## src/rtl/rat_pkg.sv

```systemverilog
// Package for the rational accumulator ALU: opcodes, controller states,
// command and status structs. No dependencies.
package rat_pkg;

  typedef enum logic [2:0] {
    OP_LOAD = 3'd0,
    OP_ADD  = 3'd1,
    OP_SUB  = 3'd2,
    OP_MUL  = 3'd3,
    OP_DIV  = 3'd4,
    OP_ADDI = 3'd5,
    OP_SUBI = 3'd6,
    OP_MULI = 3'd7
  } opcode_t;

  typedef enum logic [3:0] {
    ST_IDLE,
    ST_MUL1,
    ST_MUL2,
    ST_COMB,
    ST_CHECK,
    ST_GCD,
    ST_DIVN,
    ST_DIVD,
    ST_WHOLE,
    ST_OUT
  } state_t;

  typedef enum logic [2:0] {
    DV_NONE,
    DV_GCD,
    DV_NUM,
    DV_DEN,
    DV_WHOLE
  } div_sel_t;

  typedef struct packed {
    logic     load_in;
    logic     mul1;
    logic     mul2;
    logic     comb;
    logic     gcd_step;
    div_sel_t div_start;
    logic     div_take;
    logic     commit;
    logic     set_err;
  } cmd_t;

  typedef struct packed {
    logic nd_zero;
    logic gcd_done;
    logic div_busy;
    logic div_done;
  } sts_t;

endpackage

```

## src/rtl/rat_ctrl.sv

```systemverilog
// Controller state machine sequencing products, gcd and output division.
// Depends on rat_pkg.
module rat_ctrl (
  input  logic          clk,
  input  logic          rst_n,
  input  logic          in_valid,
  output logic          in_stall,
  output logic          out_valid,
  input  logic          out_stall,
  input  rat_pkg::sts_t sts,
  output rat_pkg::cmd_t cmd
);
  import rat_pkg::*;

  state_t st_r, st_nxt;
  logic   wait_r, wait_nxt;

  always_ff @(posedge clk) begin
    if (!rst_n) begin
      st_r   <= ST_IDLE;
      wait_r <= 1'b0;
    end else begin
      st_r   <= st_nxt;
      wait_r <= wait_nxt;
    end
  end

  always_comb begin
    st_nxt   = st_r;
    wait_nxt = wait_r;
    unique case (st_r)
      ST_IDLE:  if (in_valid) st_nxt = ST_MUL1;
      ST_MUL1:  st_nxt = ST_MUL2;
      ST_MUL2:  st_nxt = ST_COMB;
      ST_COMB:  st_nxt = ST_CHECK;
      ST_CHECK: st_nxt = sts.nd_zero ? ST_WHOLE : ST_GCD;
      ST_GCD: begin
        if (!wait_r) begin
          if (sts.gcd_done) st_nxt = ST_DIVN;
          else wait_nxt = 1'b1;
        end else if (sts.div_done) wait_nxt = 1'b0;
      end
      ST_DIVN: begin
        if (!wait_r) wait_nxt = 1'b1;
        else if (sts.div_done) begin wait_nxt = 1'b0; st_nxt = ST_DIVD; end
      end
      ST_DIVD: begin
        if (!wait_r) wait_nxt = 1'b1;
        else if (sts.div_done) begin wait_nxt = 1'b0; st_nxt = ST_WHOLE; end
      end
      ST_WHOLE: begin
        if (!wait_r) wait_nxt = 1'b1;
        else if (sts.div_done) begin wait_nxt = 1'b0; st_nxt = ST_OUT; end
      end
      ST_OUT:   if (!out_stall) st_nxt = ST_IDLE;
      default:  st_nxt = ST_IDLE;
    endcase
  end

  always_comb begin
    cmd       = '0;
    in_stall  = (st_r != ST_IDLE);
    out_valid = (st_r == ST_OUT);
    unique case (st_r)
      ST_IDLE:  cmd.load_in = in_valid;
      ST_MUL1:  cmd.mul1 = 1'b1;
      ST_MUL2:  cmd.mul2 = 1'b1;
      ST_COMB:  cmd.comb = 1'b1;
      ST_CHECK: cmd.set_err = sts.nd_zero;
      ST_GCD: begin
        cmd.gcd_step = !wait_r;
        if (!wait_r && !sts.gcd_done) cmd.div_start = DV_GCD;
        if (wait_r) begin
          cmd.div_start = sts.div_done ? DV_GCD : DV_NONE;
          cmd.div_take  = sts.div_done;
        end
      end
      ST_DIVN: begin
        if (!wait_r || sts.div_done) cmd.div_start = DV_NUM;
        cmd.div_take = wait_r && sts.div_done;
      end
      ST_DIVD: begin
        if (!wait_r || sts.div_done) cmd.div_start = DV_DEN;
        cmd.div_take = wait_r && sts.div_done;
        cmd.commit   = wait_r && sts.div_done;
      end
      ST_WHOLE: begin
        if (!wait_r || sts.div_done) cmd.div_start = DV_WHOLE;
        cmd.div_take = wait_r && sts.div_done;
      end
      ST_OUT: ;
      default: ;
    endcase
  end
endmodule

```

## config.mk

```make
export PLATFORM = sky130hd
export DESIGN_NAME = rat_ctrl
export DESIGN_NICKNAME = d
export VERILOG_FILES = /design/src/rtl/rat_pkg.sv /design/src/rtl/rat_ctrl.sv
export SDC_FILE = /design/constraint.sdc
export NUM_CORES = 1
export LEC_CHECK = 0
export BUFFER_PORTS_ARGS = -buffer_cell sky130_fd_sc_hd__buf_2
export CORE_MARGIN = 4
export CORE_UTILIZATION = 30
export DETAILED_ROUTE_END_ITERATION = 6
export GPL_TIMING_DRIVEN = 1
export PLACE_DENSITY = 0.58
export SLEW_MARGIN = 20
export SYNTH_ARGS = -nofsm -noshare
export SYNTH_HDL_FRONTEND = slang
export SYNTH_SLANG_ARGS = --single-unit
```

## constraint.sdc

```tcl
create_clock -name clk -period 1.5 [get_ports clk]
set_input_delay 0.075 -clock clk [delete_from_list [all_inputs] [get_ports clk]]
set_output_delay 0.075 -clock clk [all_outputs]
set_load 0.1 [all_outputs]
```

# After elaboration in Yosys (flattened, before gate mapping)
# Index checks and enable logic that the tools add are counted.
# Widths: inputs -> output; s select.
[totals]
ff_bits = 5
latch_bits = 0
ramBits = 0
mem_bits_ro = 0
input_bits = 8
out_inout_bits = 13
word_cells = 62
mem_count = 0
[op_classes]
n_addsub = 0
multipliers = 0
div_mod_pow = 0
n_lt_le_gt_ge = 0
n_eq_ne = 19
shift = 0
n_mux = 31
n_bitwise = 0
reduce_logical = 10
[op_table]
columns = ["operator", "n"]
rows = [
  ["$mux 4", 11],
  ["$pmux 4 s10", 1],
  ["$ne 2x2->1 const B", 10],
  ["$eq 4x3->1 const B", 4],
  ["$pmux 4 s4", 1],
  ["$mux 1", 13],
  ["$reduce_and 10->1", 1],
  ["$eq 4x2->1 const B", 2],
  ["$eq 4x4->1 const B", 2],
  ["$mux 2", 3],
  ["$eq 4x1->1 const B", 1],
  ["$logic_not 4->1", 1],
  ["$reduce_bool 4->1", 1],
  ["$mux 3", 1],
  ["$reduce_or 3->1", 1],
  ["$logic_and 1x1->1", 2],
  ["$logic_not 1->1", 2],
  ["$pmux 1 s2", 1],
  ["$reduce_bool 2->1", 1],
  ["$logic_or 1x1->1", 1],
]

# Depth between registers and ports, before layout
[depth]
depth_word = 5
mapped_depth = 6
mapped_depth_nobuf = 4

# Worst setup path after synthesis
# OpenSTA, ideal clock, no wires.
[synth_path]
path_kind = "register to output"
from = "register st_r[1]"
to = "output cmd[5] (netlist name)"
arrival_ns = 5.408
required_ns = 1.425
path_slack_ns = -3.983
stages_incl_launch_ff = 4
n_path_buf = 1
cell_sequence = "dfxtp_1 buf_6 or2_1 a2111oi_0"
[synth_rtl]
columns = ["item", "line_no", "text"]
rows = [
  ["start: declaration", "rat_ctrl.sv:15", "state_t st_r, st_nxt;"],
  ["start signal: assignment", "rat_ctrl.sv:23", "st_r <= st_nxt;"],
  ["end: declaration", "rat_ctrl.sv:11", "output rat_pkg::cmd_t cmd"],
]

==> metrics.md <==
| Metric | Value |
|---|---|
| Master cell of the clock root buffer | sky130_fd_sc_hd__clkbuf_4 |
| Starting Density | 33.4% |
| Post-synthesis compound-gate area fraction | 23.0% |
| Buffers on Ports | 19 |
| Global-route wire length before repair | 2980 um |
| Final HPWL from detailed placement | 1320 um |
| Netlist area before placement | 533 um^2 |
| CP peak stage delay | 0.37 ns |
| FMAX | 646 MHz |
| I/O pins | 21 |
| First DRT Iteration DRCs | 7 |
| Fraction of the core area covered by cells at the end of the flow | 74.6% |
| Routed Wire Length | 1910 um |
| Element type at the critical path start | register |
| Number of violations of the max-capacitance limit | 0 |
| Synth-to-Final Area Change | 123% |
| Run status | finished, violations left |
| Worst setup timing slack at the placement stage | -0.0361 ns |
| Vias | 697 |
| Final hold viol count | 0 |
| Number of flip-flops and latches in the synthesized netlist | 5 |
| Standard-cell row count | 14 |
| Overall global routing resource usage | 15.0% |
| Max-slew headroom | 77.8% |
| Insertion delay of the later-clocked pin in the worst-skew pair | 0.24 ns |
| Cell total after placement | 123 |
| DIE HEIGHT | 50.2 um |
| Worst hold slack | 0.142 ns |
| Worst-path fanout max | 7 |
| Final weighted congestion in routability-driven placement | 0.839 |
| Total number of yosys warnings | 0 |
| CP endpoint kind | primary output |
| Syn avg cell area | 7.11 um^2 |
| First-pass iteration count of the detailed router | 5 |
| Maximum resistive drop on vdd | 1930 uV |
| Top cell family by delay on the critical path | flip-flops |
| Gr ovfl total | 0 |
| Number of nets still failing antenna checks after routing | 0 |
| Number of sinks driven by the clock tree | 5 |
| Standard cell with the maximum stage delay on the critical path | sky130_fd_sc_hd__dfxtp_4 |
| Unrepaired setup endpoints after global routing | yes |
| Clock buffer count from CTS | 3 |
| Post-synthesis simple-gate area fraction | 45.5% |
| Maximum number of pins on one net before global-route repair | 15 |
| ANT cells | 0 |
| Share of synthesized area spent on multiplexers | 3.76% |
| Fraction of layout cells with a size suffix above 1 | 62.7% |
| Routed len/inst | 14.3 um |
| Initial antenna violation count | 0 |
| Setup WS post-layout | -0.0487 ns |
| Min Clock Period, post-route | 1.55 ns |
| Cell leakage power | 0.462 nW |
| Crit path required time | 1.42 ns |
| Fillers | 108 |
| CP arrival | 1.47 ns |
| Post-synthesis sequential area ratio | 18.8% |
| Cell-by-cell trace of the critical path | or2_4 > buf_6 > a2111oi_4 > buf_12 |
| Pwr per Cell Area | 1850 nW/um^2 |
| H-tree levels | 1 |
| Layout net count | 119 |
| Post-route non-filler standard cell count | 134 |
| Total of endpoints with negative setup slack in the final report | 5 |
| Post-synthesis cell count | 75 |
| Clock transition time at the flip-flop clock pins of the worst setup and hold paths | 0.04 ns |
| Buffers plus inverters on the worst setup path | 2 |
| Failing checks | setup timing |
| Number of DRC violations after detailed routing | 0 |
| Distinct cell type count of the synthesized netlist | 35 |
| Slew of the pin with the lowest slew margin | 0.331 ns |
| Total count of max-transition violations in the final report | 0 |
| Worst min-delay path class | input pin to register |
| Period Utilization, post-route | 103% |
| Die outline area | 2520 um^2 |
| Via-per-instance ratio | 5.20 |
| Number of buffers between clock root and the deepest sink | 2 |
| Die W | 50.2 um |
| Vias in the first global route | 696 |
| Post-route clock skew | 0.00438 ns |
| XOR/XNOR share of the synthesized area | 0% |
| Largest family of logic cells by synthesized area | simple AND/OR/NAND/NOR gates |
| CTS tree | built |
| Adder-cell share of the synthesized area | 0% |
| Net count of the mapped netlist | 83 |
| Worst setup path class | register to primary output |
| Core ar. | 1590 um^2 |
-- layout by cell type, fill, tap and decap left out, types with 3 or more instances in the layout --
cell type,instances
sky130_fd_sc_hd__nand2_1,9
sky130_fd_sc_hd__nor3_1,4
sky130_fd_sc_hd__nor2_4,3
sky130_fd_sc_hd__buf_2,6
sky130_fd_sc_hd__nor3_4,3
sky130_fd_sc_hd__clkbuf_4,3
sky130_fd_sc_hd__or3_1,3
sky130_fd_sc_hd__buf_12,13
sky130_fd_sc_hd__dfxtp_4,3
sky130_fd_sc_hd__buf_4,13
sky130_fd_sc_hd__buf_6,3
sky130_fd_sc_hd__nor2_1,3
-- kinds of logic after synthesis --
logic type / count (synthesis)
AO/OA/AOI/OAI: 16
buffers and inverters: 10
flip-flops: 5
multiplexers: 2
AND/OR/NAND/NOR: 42
-- cell type report --
cell class                 instances  area [um^2]  share of cell area (%)
timing repair buffer              37          452                    38.0
clock buffer                       4         26.3                    2.21
sequential                         5          114                    9.58
inverter                           4         15.0                    1.26
multi-input combinational         60          552                    46.4
tap                               24         30.0                    2.53
-- metal layers --
metal / GRT usage, % / vias to the layer above / share of wire [%]
li1: - / 343 / -
met1: 18.1 / 338 / 41
met2: 27.8 / 16 / 55
met3: 2.66 / 0 / 3.2
met4: 2.76 / 0 / 0
met5: 0 / - / 0
-- where the power goes --
group / internal [W] / leakage (nW) / switching, W / total (W)
logic: 0.000707 / 0.403 / 0.00109 / 0.00180
clock network: 0.000100 / 0.0150 / 0.0000528 / 0.000153
registers: 0.000187 / 0.0438 / 0.0000644 / 0.000251
total: 0.000994 / 0.462 / 0.00121 / 0.00220
-- repair_timing --
item / in CTS / in global routing
gates resized for setup: 14 / 13
setup buffers: 5 / 2
hold buffers: 0 / 0
setup endpoints to repair: 13 / 14
pin swaps: 6 / 7
-- synthesized netlist by cell type (all sizes together) --
library cell / count / area share [%]
a2111oi: 1 / 1.6
a211oi: 1 / 1.4
a21boi: 1 / 1.4
a21o: 1 / 1.4
a21oi: 3 / 2.8
a311o: 1 / 1.9
a32oi: 1 / 3.1
and2: 1 / 1.2
and2b: 1 / 1.4
and3: 4 / 4.7
and3b: 1 / 1.6
buf: 3 / 4.0
clkbuf: 3 / 2.1
dfxtp: 5 / 19
inv: 4 / 2.8
mux2i: 2 / 3.8
nand2: 9 / 6.3
nand2b: 3 / 3.5
nand3: 1 / 0.94
nor2: 7 / 4.9
nor2b: 1 / 1.2
nor3: 7 / 6.6
nor4: 1 / 2.3
nor4b: 2 / 6.1
o21a: 1 / 1.4
o21ai: 3 / 2.8
o221ai: 1 / 1.6
o2bb2ai: 1 / 1.6
o311a: 1 / 1.9
or2: 1 / 1.2
or3: 3 / 3.5
-- worst min-delay path: stages --
cell                      delay, ns
sky130_fd_sc_hd__buf_2         0.13
sky130_fd_sc_hd__nand2_1       0.07
sky130_fd_sc_hd__mux2i_1       0.06
-- flip-flops by register name (all words and copies together), names as in the netlist --
signal,count
wait_r,1
st_r,4
-- worst paths after layout --
check	depth (start not counted)	start	slack, ns	to
worst max-delay path	4	st_r[1]$_SDFFE_PN0P_	-0.05	cmd[5]
worst min-delay path	3	rst_n	0.14	st_r[0]$_SDFFE_PN0P_
worst max register to register	5	st_r[0]$_SDFFE_PN0P_	0.01	st_r[1]$_SDFFE_PN0P_
worst min register to register	2	wait_r$_SDFFE_PN0P_	0.60	wait_r$_SDFFE_PN0P_
-- stage by stage --
| step | setup TNS (ns) | instance area, um^2 | power, W |
|---|---|---|---|
| after floorplan | -0.832 | 647 | 0.00132 |
| after global placement | -0.0148 | 1000 | 0.00182 |
| after detailed placement | -0.0556 | 1000 | 0.00184 |
| after CTS | -0.198 | 1120 | 0.00210 |
| final | -0.155 | 1190 | 0.00220 |
| after global routing | -0.551 | 1190 | 0.00230 |
No activity file was read; power rests on OpenSTA's default activity.
